--- config.mk ---
export PLATFORM = sky130hd
export DESIGN_NAME = bounded_deque_with_cursor_unit
export DESIGN_NICKNAME = d
export VERILOG_FILES = /design/src/hw/rtl/bdc_pkg.sv /design/src/hw/rtl/bdc_cell.sv /design/src/hw/rtl/bounded_deque_with_cursor_unit.sv
export SDC_FILE = /design/constraint.sdc
export NUM_CORES = 1
export LEC_CHECK = 0
export BUFFER_PORTS_ARGS = -buffer_cell sky130_fd_sc_hd__buf_2
export CAP_MARGIN = 20
export CORE_ASPECT_RATIO = 0.6
export CORE_MARGIN = 4
export CORE_UTILIZATION = 38
export CTS_CLUSTER_SIZE = 40
export DETAILED_ROUTE_END_ITERATION = 8
export HOLD_SLACK_MARGIN = 0.05
export PLACE_DENSITY = 0.64
export SLEW_MARGIN = 20
export SYNTH_ARGS = -nofsm -noshare
export SYNTH_HDL_FRONTEND = slang
export SYNTH_SLANG_ARGS = --single-unit
--- constraint.sdc ---
create_clock -name clk -period 12.55 [get_ports clk]
set_input_delay 2.51 -clock clk [delete_from_list [all_inputs] [get_ports clk]]
set_output_delay 2.51 -clock clk [all_outputs]
set_load 0.02 [all_outputs]
--- src/hw/rtl/bdc_pkg.sv ---
`timescale 1ns / 1ps

package bdc_pkg;

  localparam int SLOTS     = 8;
  localparam int TAG_W     = 16;
  localparam int IDX_W     = $clog2(SLOTS);
  localparam int CNT_W     = 4;
  localparam int DEF_LIMIT = 5;

  typedef enum logic [2:0] {
    K_PUSH_FRONT = 3'd0,
    K_PUSH_BACK  = 3'd1,
    K_POP_FRONT  = 3'd2,
    K_POP_BACK   = 3'd3,
    K_LIST_FWD   = 3'd4,
    K_LIST_BWD   = 3'd5,
    K_NEXT       = 3'd6,
    K_PREV       = 3'd7
  } kind_t;

  typedef enum logic [1:0] {
    ST_OK    = 2'd0,
    ST_FULL  = 2'd1,
    ST_EMPTY = 2'd2
  } status_t;

  // source a cell loads from on the next edge
  typedef enum logic [1:0] {
    SEL_HOLD = 2'd0,
    SEL_PREV = 2'd1,
    SEL_NEXT = 2'd2,
    SEL_BUS  = 2'd3
  } cell_sel_t;

  typedef enum logic {
    FSM_IDLE = 1'b0,
    FSM_LIST = 1'b1
  } fsm_t;

endpackage

--- src/hw/rtl/bdc_cell.sv ---
`timescale 1ns / 1ps

// One storage cell of the chain: holds one tag, takes a neighbor or the bus.
module bdc_cell (
  input  logic                     clk,
  input  bdc_pkg::cell_sel_t       sel,
  input  logic [bdc_pkg::TAG_W-1:0] prev_d,
  input  logic [bdc_pkg::TAG_W-1:0] next_d,
  input  logic [bdc_pkg::TAG_W-1:0] bus_d,
  output logic [bdc_pkg::TAG_W-1:0] q
);

  always_ff @(posedge clk) begin
    case (sel)
      bdc_pkg::SEL_PREV: q <= prev_d;
      bdc_pkg::SEL_NEXT: q <= next_d;
      bdc_pkg::SEL_BUS:  q <= bus_d;
      default:           q <= q;
    endcase
  end

endmodule

--- src/hw/rtl/bounded_deque_with_cursor_unit.sv ---
`timescale 1ns / 1ps

// Bounded deque of 16-bit tags with a play cursor.
// Input channel (in_valid/in_ready, kind, song_in) carries one operation per
// transfer; the output channel (out_valid/out_ready, status, song_out, last,
// count_out) returns its results. The config channel (cfg_valid/cfg_ready,
// max_entries) sets the push limit and is always ready; write it only while
// the block is idle.
// Push, pop, next and previous give one result, registered, in the cycle after
// the input transfer; a new item can be taken every cycle as long as the output
// register drains. A list of N entries first enters the list state, then sends
// one tag per cycle while the output register drains, the chain of cells
// rotating by one position each step so that the tag to send sits at a fixed
// cell. After N steps the chain is back in its original order. Input is not
// taken while a list is running.
// Tags live in a row of cells ordered from the head; the cursor is kept as an
// offset from the head, so pushes and pops at the front shift the chain
// instead of moving pointers.
// Reset empties the deque, clears the cursor, sets the limit to 5 and drops
// any pending result. When out_ready is low the result register holds and
// the block waits; nothing is lost.
module bounded_deque_with_cursor_unit (
  input  logic                      clk,
  input  logic                      rst,
  input  logic                      in_valid,
  output logic                      in_ready,
  input  logic [2:0]                kind,
  input  logic [bdc_pkg::TAG_W-1:0] song_in,
  output logic                      out_valid,
  input  logic                      out_ready,
  output logic [1:0]                status,
  output logic [bdc_pkg::TAG_W-1:0] song_out,
  output logic                      last,
  output logic [bdc_pkg::CNT_W-1:0] count_out,
  input  logic                      cfg_valid,
  output logic                      cfg_ready,
  input  logic [3:0]                max_entries
);

  localparam int SLOTS = bdc_pkg::SLOTS;
  localparam int TAG_W = bdc_pkg::TAG_W;
  localparam int IDX_W = bdc_pkg::IDX_W;
  localparam int CNT_W = bdc_pkg::CNT_W;

  // control state
  bdc_pkg::fsm_t    fsm, fsm_next;
  logic [CNT_W-1:0] count, count_next;
  logic [IDX_W-1:0] cur_off, cur_off_next;
  logic             cur_valid, cur_valid_next;
  logic [3:0]       limit_reg;
  logic             list_bwd, list_bwd_next;
  logic [IDX_W-1:0] list_idx, list_idx_next;
  logic             out_valid_next;

  // result register loads
  logic             out_load;
  logic [1:0]       status_next;
  logic [TAG_W-1:0] song_out_next;
  logic             last_next;

  // cell chain
  bdc_pkg::cell_sel_t cell_sel [SLOTS];
  logic [TAG_W-1:0]   cell_q   [SLOTS];
  logic [TAG_W-1:0]   bus_d;
  logic [IDX_W-1:0]   rd_idx;
  logic [TAG_W-1:0]   rd_data;

  // decoded operation
  bdc_pkg::kind_t   op;
  logic             accept, out_free, list_step;
  logic [CNT_W-1:0] limit;
  logic             is_full, is_empty;
  logic [CNT_W-1:0] off0, off_step;
  logic [CNT_W-1:0] count_m1;

  assign cfg_ready = 1'b1;

  assign op       = bdc_pkg::kind_t'(kind);
  assign out_free = !out_valid || out_ready;
  assign in_ready = (fsm == bdc_pkg::FSM_IDLE) && out_free;
  assign accept   = in_valid && in_ready;
  assign list_step = (fsm == bdc_pkg::FSM_LIST) && out_free;

  // limits above the store size act as the store size
  assign limit    = (limit_reg > CNT_W'(SLOTS)) ? CNT_W'(SLOTS) : limit_reg;
  assign is_full  = count >= limit;
  assign is_empty = count == '0;
  assign count_m1 = count - CNT_W'(1);

  // cursor step: an invalid cursor counts as sitting on the head
  always_comb begin
    off0 = (cur_valid && ({1'b0, cur_off} < count)) ? {1'b0, cur_off} : '0;
    if (op == bdc_pkg::K_NEXT) begin
      off_step = (off0 + CNT_W'(1) == count) ? '0 : off0 + CNT_W'(1);
    end else begin
      off_step = (off0 == '0) ? count_m1 : off0 - CNT_W'(1);
    end
  end

  // single read port on the chain
  always_comb begin
    rd_idx = '0;
    if (fsm == bdc_pkg::FSM_LIST) begin
      rd_idx = list_bwd ? count_m1[IDX_W-1:0] : '0;
    end else begin
      case (op)
        bdc_pkg::K_POP_BACK: rd_idx = count_m1[IDX_W-1:0];
        bdc_pkg::K_NEXT,
        bdc_pkg::K_PREV:     rd_idx = off_step[IDX_W-1:0];
        default:             rd_idx = '0;
      endcase
    end
  end

  assign rd_data = cell_q[rd_idx];
  // pushes feed the new tag; list rotation wraps the read cell around
  assign bus_d   = (fsm == bdc_pkg::FSM_IDLE) ? song_in : rd_data;

  // per-cell source selection
  always_comb begin
    for (int i = 0; i < SLOTS; i++) begin
      cell_sel[i] = bdc_pkg::SEL_HOLD;
      if (list_step) begin
        if (!list_bwd) begin
          // rotate left over the stored part, head wraps to the tail
          if (CNT_W'(i) < count_m1)       cell_sel[i] = bdc_pkg::SEL_NEXT;
          else if (CNT_W'(i) == count_m1) cell_sel[i] = bdc_pkg::SEL_BUS;
        end else begin
          // rotate right over the stored part, tail wraps to the head
          if (i == 0)                     cell_sel[i] = bdc_pkg::SEL_BUS;
          else if (CNT_W'(i) < count)     cell_sel[i] = bdc_pkg::SEL_PREV;
        end
      end else if (accept) begin
        case (op)
          bdc_pkg::K_PUSH_FRONT: begin
            if (!is_full) cell_sel[i] = (i == 0) ? bdc_pkg::SEL_BUS : bdc_pkg::SEL_PREV;
          end
          bdc_pkg::K_PUSH_BACK: begin
            if (!is_full && CNT_W'(i) == count) cell_sel[i] = bdc_pkg::SEL_BUS;
          end
          bdc_pkg::K_POP_FRONT: begin
            if (!is_empty) cell_sel[i] = bdc_pkg::SEL_NEXT;
          end
          default: cell_sel[i] = bdc_pkg::SEL_HOLD;
        endcase
      end
    end
  end

  for (genvar g = 0; g < SLOTS; g++) begin : g_cell
    logic [TAG_W-1:0] prev_d, next_d;
    if (g == 0) begin : g_first
      assign prev_d = bus_d;
    end else begin : g_mid
      assign prev_d = cell_q[g-1];
    end
    if (g == SLOTS - 1) begin : g_last
      assign next_d = bus_d;
    end else begin : g_inner
      assign next_d = cell_q[g+1];
    end
    bdc_cell u_cell (
      .clk    (clk),
      .sel    (cell_sel[g]),
      .prev_d (prev_d),
      .next_d (next_d),
      .bus_d  (bus_d),
      .q      (cell_q[g])
    );
  end

  // next state and results
  always_comb begin
    fsm_next       = fsm;
    count_next     = count;
    cur_off_next   = cur_off;
    cur_valid_next = cur_valid;
    list_bwd_next  = list_bwd;
    list_idx_next  = list_idx;
    out_load       = 1'b0;
    status_next    = bdc_pkg::ST_OK;
    song_out_next  = '0;
    last_next      = 1'b1;

    if (list_step) begin
      out_load      = 1'b1;
      song_out_next = rd_data;
      last_next     = ({1'b0, list_idx} == count_m1);
      list_idx_next = list_idx + IDX_W'(1);
      if (last_next) fsm_next = bdc_pkg::FSM_IDLE;
    end else if (accept) begin
      out_load = 1'b1;
      case (op)
        bdc_pkg::K_PUSH_FRONT,
        bdc_pkg::K_PUSH_BACK: begin
          if (is_full) begin
            status_next = bdc_pkg::ST_FULL;
          end else begin
            song_out_next = song_in;
            count_next    = count + CNT_W'(1);
            if (!cur_valid) begin
              cur_off_next   = '0;
              cur_valid_next = 1'b1;
            end else if (op == bdc_pkg::K_PUSH_FRONT) begin
              cur_off_next = cur_off + IDX_W'(1);
            end
          end
        end
        bdc_pkg::K_POP_FRONT,
        bdc_pkg::K_POP_BACK: begin
          if (is_empty) begin
            status_next = bdc_pkg::ST_EMPTY;
          end else begin
            song_out_next  = rd_data;
            count_next     = count_m1;
            cur_off_next   = '0;
            cur_valid_next = (count_m1 != '0);
          end
        end
        bdc_pkg::K_LIST_FWD,
        bdc_pkg::K_LIST_BWD: begin
          if (is_empty) begin
            status_next = bdc_pkg::ST_EMPTY;
          end else begin
            out_load      = 1'b0;
            fsm_next      = bdc_pkg::FSM_LIST;
            list_bwd_next = (op == bdc_pkg::K_LIST_BWD);
            list_idx_next = '0;
          end
        end
        default: begin
          // cursor next / previous
          if (is_empty) begin
            status_next = bdc_pkg::ST_EMPTY;
          end else begin
            song_out_next  = rd_data;
            cur_off_next   = off_step[IDX_W-1:0];
            cur_valid_next = 1'b1;
          end
        end
      endcase
    end

    if (out_load)       out_valid_next = 1'b1;
    else if (out_ready) out_valid_next = 1'b0;
    else                out_valid_next = out_valid;
  end

  always_ff @(posedge clk) begin
    if (rst) begin
      fsm       <= bdc_pkg::FSM_IDLE;
      count     <= '0;
      cur_off   <= '0;
      cur_valid <= 1'b0;
      list_bwd  <= 1'b0;
      list_idx  <= '0;
      out_valid <= 1'b0;
      limit_reg <= 4'(bdc_pkg::DEF_LIMIT);
    end else begin
      fsm       <= fsm_next;
      count     <= count_next;
      cur_off   <= cur_off_next;
      cur_valid <= cur_valid_next;
      list_bwd  <= list_bwd_next;
      list_idx  <= list_idx_next;
      out_valid <= out_valid_next;
      if (cfg_valid && cfg_ready) limit_reg <= max_entries;
    end
  end

  // result payload, no reset needed
  always_ff @(posedge clk) begin
    if (out_load) begin
      status    <= status_next;
      song_out  <= song_out_next;
      last      <= last_next;
      count_out <= count_next;
    end
  end

endmodule
Word-level counts from Yosys, hierarchy flattened
Cells that the tools add are included.

operators by class
  reductions and logical operators = 43
  muxes and demuxes = 122
  $lt $le $gt $ge = 19
  equality and inequality tests = 53
  add/sub/neg operators = 6
  bitwise logic cells = 6

operators with widths
  operator                                                               count
  16-bit one-hot mux with 3 select lines                                 6
  16-bit 2-to-1 mux                                                      7
  2-bit 2-to-1 mux                                                       52
  16-bit one-hot mux with 2 select lines                                 3
  16-bit binary-select mux with 3-bit select                             1
  2-bit one-hot mux with 3 select lines                                  8
  3-bit 2-to-1 mux                                                       14
  2-bit equality test, second input constant                             16
  3-bit by 4-bit equality test with 1-bit output, first input constant   8
  3-bit by 4-bit < comparator with 1-bit output, first input constant    8
  1-bit 2-to-1 mux                                                       22
  4-bit 2-to-1 mux                                                       5
  3-bit nonzero test                                                     6
  2-bit by 1-bit equality test with 1-bit output, second input constant  8
  2-bit by 4-bit equality test with 1-bit output, first input constant   4
  2-bit by 4-bit < comparator with 1-bit output, first input constant    4
  2-bit OR reduction                                                     7
  3-bit equality test, second input constant                             4
  1-bit logical AND                                                      12
  4-bit zero test                                                        3
  1-bit by 4-bit < comparator with 1-bit output, first input constant    3
  2-bit nonzero test                                                     5
  3-bit one-hot mux with 3 select lines                                  1
  1-bit by 4-bit equality test with 1-bit output, first input constant   2
  29 further kinds                                                       40

word-level totals
  input port bits = 28
  flip-flop bits (word level) = 169
  output and inout bits = 26
  logic and storage cells = 269

Logic depth before layout (Yosys ltp)
  word-level depth = 17
  mapped depth = 18
  mapped depth without buffers = 15

Cells and area by module
Synthesis repeated with hierarchy kept, for this count alone.

second synthesis, totals
  cells, all modules = 1113
  area total of the unflattened synthesis = 11170.7 µm²

modules (own cells, without submodules)
  module                          times used  cells an instance  seq. area each (µm²)  area each (µm²)
  bdc_cell                        8           71                 480.5                 839.6
  bounded_deque_with_cursor_unit  1           545                1051.0                4454.3

Worst setup path before layout
OpenSTA, ideal clock, no wires.

  path type = input -> output
  start point = in out_ready
  end point = out in_ready
  setup slack = 7122 ps
  cell stages on the path = 2
  data required time = 10040 ps
  data arrival time = 2918 ps
  buffers on the path = 0
  cell sequence = nor2b_1 -> nor2_1

on the way
  word-level cells in the longest chain between the ends = 2

ends and longest elaborated chain
  item                RTL line                              text
  start: declaration  bounded_deque_with_cursor_unit.sv:30  input logic out_ready,
  1-bit logical OR    bounded_deque_with_cursor_unit.sv:79  assign out_free = !out_valid || out_ready;
  1-bit logical AND   bounded_deque_with_cursor_unit.sv:80  assign in_ready = (fsm == bdc_pkg::FSM_IDLE) && out_free;
  end: declaration    bounded_deque_with_cursor_unit.sv:26  output logic in_ready,

No other way between the ends.

Worst setup path in the final report
  start point = reg count[1]
  end point = reg g_cell[1].u_cell.q[0] (netlist bit) (data pin)

on the way
  word-level cells in the longest chain between the ends = 15
  elaborated cells on any way between the ends = 41
  classes of those cells = add/sub (3); order compare (4); eq/ne (6); mux (22); bitwise (1); reduce/logical (5)

ends and longest elaborated chain
  item                                                    RTL line                               text
  start: declaration                                      bounded_deque_with_cursor_unit.sv:47   logic [CNT_W-1:0] count, count_next;
  start signal: assignment                                bounded_deque_with_cursor_unit.sv:261  count <= count_next;
  3-bit by 4-bit < comparator with 1-bit output           bounded_deque_with_cursor_unit.sv:92   off0 = (cur_valid && ({1'b0, cur_off} < count)) ? {1'b0, cur_off} : '0;
  1-bit logical AND                                       bounded_deque_with_cursor_unit.sv:92
  3-bit 2-to-1 mux                                        bounded_deque_with_cursor_unit.sv:92
  3-bit by 1-bit adder with 4-bit output                  bounded_deque_with_cursor_unit.sv:94   off_step = (off0 + CNT_W'(1) == count) ? '0 : off0 + CNT_W'(1);
  4-bit equality test                                     bounded_deque_with_cursor_unit.sv:94
  3-bit 2-to-1 mux                                        bounded_deque_with_cursor_unit.sv:94
  3-bit 2-to-1 mux                                        bounded_deque_with_cursor_unit.sv:93   if (op == bdc_pkg::K_NEXT) begin
  3-bit one-hot mux with 2 select lines                   bounded_deque_with_cursor_unit.sv:106  case (op)
  3-bit 2-to-1 mux                                        bounded_deque_with_cursor_unit.sv:103  if (fsm == bdc_pkg::FSM_LIST) begin
  3-bit inverter with 4-bit output (not written as such)  bounded_deque_with_cursor_unit.sv:115  assign rd_data = cell_q[rd_idx];
  16-bit binary-select mux with 3-bit select              bounded_deque_with_cursor_unit.sv:115
  16-bit 2-to-1 mux (not written as such) (2 in series)   bounded_deque_with_cursor_unit.sv:115
  16-bit 2-to-1 mux                                       bounded_deque_with_cursor_unit.sv:117  assign bus_d = (fsm == bdc_pkg::FSM_IDLE) ? song_in : rd_data;
  16-bit one-hot mux with 3 select lines (*)              bdc_cell.sv:14                         case (sel)
  end signal: assignment                                  bdc_cell.sv:15                         bdc_pkg::SEL_PREV: q <= prev_d;
  end signal: assignment                                  bdc_cell.sv:16                         bdc_pkg::SEL_NEXT: q <= next_d;
  end signal: assignment                                  bdc_cell.sv:17                         bdc_pkg::SEL_BUS: q <= bus_d;
  end: declaration                                        bdc_cell.sv:10                         output logic [bdc_pkg::TAG_W-1:0] q

Every way passes the cells marked *; elsewhere a longest branch is shown, timed or not. The select of a mux whose other input is x is not followed.
A chain may end at the register's enable or synchronous reset.

==> summary.md <==
| Metric | Value |
|---|---|
| Worst Skew | `11.6 ps` |
| Post-CTS sizing | `0` |
| Synth warn | `0` |
| Final Hold Viols | `0` |
| Max reg flops | `128` |
| Syn_nets | `1112` |
| Post-CTS setup buffers | `0` |
| Cell leakage power | `4.69 nW` |
| Register area | `0.00489 mm2` |
| DRT Pass-1 Iters | `8` |
| CP peak stage delay | `840 ps` |
| Die area | `0.0319 mm2` |
| CTS tree | `built` |
| Asr flop ratio synth | `0%` |
| Final worst path period need | `6090 ps` |
| Worst setup SP type | `register` |
| Final Util | `43.8%` |
| R2R Path Start | `count[1]$_SDFF_PP0_` |
| GRT Util Overall | `23.6%` |
| Synth top area share | `41.1%` |
| Clock-pin slew of the registers on the worst-case setup and hold paths | `70 ps` |
| Power Total | `1.57 mW` |
| Area of the multi-input gates | `0.00576 mm2` |
| Pint | `1.13 mW` |
| Min-Delay Startpoint | `limit_reg[1]$_SDFFE_PP0P_` |
| Syn avg cell area | `10.3 um2` |
| Sequential fraction of the synthesis area | `44.4%` |
| Floorplan core area | `0.0281 mm2` |
| HP Class | `reg2reg` |
| Fin crit share | `48.5%` |
| Clock Power Share | `39.5%` |
| Cell family with most CP delay | `compound AO/OA/AOI/OAI gates` |
| Worst-case reg-to-reg path depth | `16` |
| CP Depth | `16` |
| Fmax | `0.164 GHz` |
| Post-Place Cells | `1433` |
| Ranking of synthesized cells by area | `edfxtp_1 (41%), mux2i_1 (6.6%), a22oi_1 (5.4%), o21ai_1 (4.2%), dfxtp_1 (3.3%)` |
| Area leader, netlist | `edfxtp_1` |
| Die Y-Extent | `140 um` |
| RSZ-0062 raised after global routing | `no` |
| Pre-CTS setup slack | `6520 ps` |
| Total CTS buffers | `17` |
| Final non-filler cell total | `1466` |
| Fillcell total | `2616` |
| Switching pwr | `446 uW` |
| CTS root buf | `clkbuf_16` |
| Worst path bufs/invs | `2` |
| Worst-margin pin slew | `1180 ps` |
| Top reg by flops | `g_cell.u_cell.q` |
| Routed Antenna Nets | `0` |
| Area grow syn2layout | `11.4%` |
| Comb power frac | `18.1%` |
| Sw Share | `28.4%` |
| Slew headroom | `20.9%` |
| Routed WL | `38.7 mm` |
| Initial Util | `39.3%` |
| Setup CP Type | `reg2reg` |
| HPWL after DPL | `25.1 mm` |
| Critical Path AT | `6270 ps` |
| Max Transition Viols Final | `0` |
| Clock Latency Late Sink | `450 ps` |
| Final nets | `1132` |
| Max-cap viol count | `0` |
| Final GP Congestion | `0.923` |
| Bufs on Longest Clock Path | `2` |
| DRT iter0 DRCs | `1712` |
| Grt total ovfl | `0` |
| CP Max Fanout | `60` |
| Clock Sink Count | `169` |
| Req. time, crit path | `12730 ps` |
| Mapped Cells | `1066` |
| Seq cells post-synth | `169` |
| Setup TNS | `0 ps` |
| Initial antenna violation count | `2` |
| H-tree levels | `4` |
| EDFF count, synth | `151` |
| Die Wd | `228 um` |
| Worst Setup Slack, final | `6460 ps` |
| Max VDD drop | `0.0885 mV` |
| CP Capture Type | `register` |
| Reg power frac | `42.4%` |
| Outcome | `completed` |
| Hold Crit Depth | `2` |
| Via count | `9757` |
| Crit path from | `count[1]$_SDFF_PP0_` |
| Largest net degree at the start of global routing | `61` |
| Slowest CP cell | `buf_4` |
| Vias in the first global route | `8981` |
| Vias per inst | `6.66` |
| Mapped Area | `0.0110 mm2` |
| Antenna cells | `0` |
| IO Count | `54` |
| First-pass GRT wire length | `57.7 mm` |
| Final setup violation count | `0` |
| Layout cells sized above 1 | `17.5%` |
| Power density over the cells | `128 mW/mm2` |
| Buffers on Ports | `52` |
| Site Rows | `47` |
| Ys flop type | `edfxtp_1` |
| DRC | `0` |
| Post-CTS Hold Fix Bufs | `0` |
| CP cell instances | `inv_1 > ha_1 > nor3b_1 > o311a_1 > nand2_1 > ha_1 > nor2b_1 > a2111oi_1 > nor4_1 > o32a_1 > a211oi_4 > buf_4 > mux4_1 > nor2b_1 > a221oi_4 > o21ai_1` |
| Regs by FF count | `g_cell.u_cell.q x128, song_out x16` |
| Post-synth cell types | `82` |
| Drt wl/cell | `26.4 um` |
==> cell type report <==
class                   count  share of cell area [%]
repair buffers             74                    3.52
well taps                 367                    3.74
inverters                  17                   0.520
flip-flops and latches    169                    39.9
clock inverters            15                    2.01
multi-input cells         807                    46.9
clock buffers              17                    3.46
==> path summary, 6_finish.rpt <==
check                                                       end  slack [ps]
worst max-delay path            g_cell[1].u_cell.q[0]$_DFFE_PP_        6460
worst max register to register  g_cell[1].u_cell.q[0]$_DFFE_PP_        6460
worst min-delay path                  limit_reg[1]$_SDFFE_PP0P_         510
worst min register to register        limit_reg[1]$_SDFFE_PP0P_         510
==> Yosys cell counts (all sizes together) (20+ instances only) <==
cell type and count:
a21oi 47, o22ai 30, clkbuf 53, nor2 60
buf 20, edfxtp 151, nand2 89, a22oi 80
o21ai 132, mux2i 73, nand3 32, mux2 28
==> cells in the final DEF (no fill, tap or decap), types with 5 or more instances in the layout <==
cell type  count
nand3b_1       8
nor3_1        10
buf_4         21
clkbuf_16     17
nand4_1        7
a31o_1         6
o22ai_1       24
nand2_1       89
xor2_1         6
o221a_2        5
edfxtp_1     151
buf_2         52
xnor2_1        6
o21a_1         8
o21ai_1       91
nor2b_1       14
o22a_1         6
o22ai_2        6
and3_1         6
a21oi_1       47
dfxtp_1       18
bufinv_16      6
o21ai_0       39
and2_1         8
mux2i_1       73
ha_1          18
mux4_2        10
o221ai_1       6
a211oi_1       6
nor2_1        58
a22oi_1       80
mux2_2        28
nand2b_1      12
nand3_1       31
a31oi_1       16
o31ai_2        6
inv_1         14
and2_4         5
==> power by group through the flow <==
| stage | Combinational (mW) | Sequential, mW | Clock, mW |
|---|---|---|---|
| 4_1_cts | 0.276 | 0.666 | 0.619 |
| 2_1_floorplan | 0.190 | 0.683 | 0 |
| 3_5_place_dp | 0.274 | 0.679 | 0 |
| 6_report | 0.285 | 0.667 | 0.621 |
| 5_1_grt | 0.302 | 0.669 | 0.646 |
| 3_3_place_gp | 0.271 | 0.678 | 0 |
==> worst reg2reg max path: cells and delay by family (launching register included) <==
kind                     cells  cell delay [ps]
adder cells (fa/ha/maj)      2              590
buffers and inverters        2             1220
AND/OR/NAND/NOR              5              870
flip-flops                   1              760
multiplexers                 1              670
AO/OA/AOI/OAI                6             1720
==> stage by stage <==
| step | hold slack [ps] | instance area [um2] |
|---|---|---|
| finish | 511 | 12300 |
| global route | 532 | 12300 |
| CTS | 519 | 12300 |
| detailed placement | 504 | 11600 |
| global placement | 492 | 11600 |
| floorplan | 461 | 11000 |
==> per-layer routing <==
layer | vias up | routed length (um) | GRT usage, %
met3 | 82 | 6150 | 10.5
met4 | 4 | 783 | 6.18
met2 | 743 | 15200 | 32.0
met1 | 4721 | 16600 | 34.0
li1 | 4207 | - | -
met5 | - | 27 | 0
==> logic make-up after synthesis <==
| family | synth area share, % |
|---|---|
| buffers and inverters | 3.89 |
| adder cells (fa/ha/maj) | 2.04 |
| AND/OR/NAND/NOR | 11.9 |
| flip-flops | 44.4 |
| XOR/XNOR | 1.36 |
| other | 0.0340 |
| AO/OA/AOI/OAI | 23.9 |
| multiplexers | 12.5 |
Note: power is estimated with default switching activity, not from simulation.
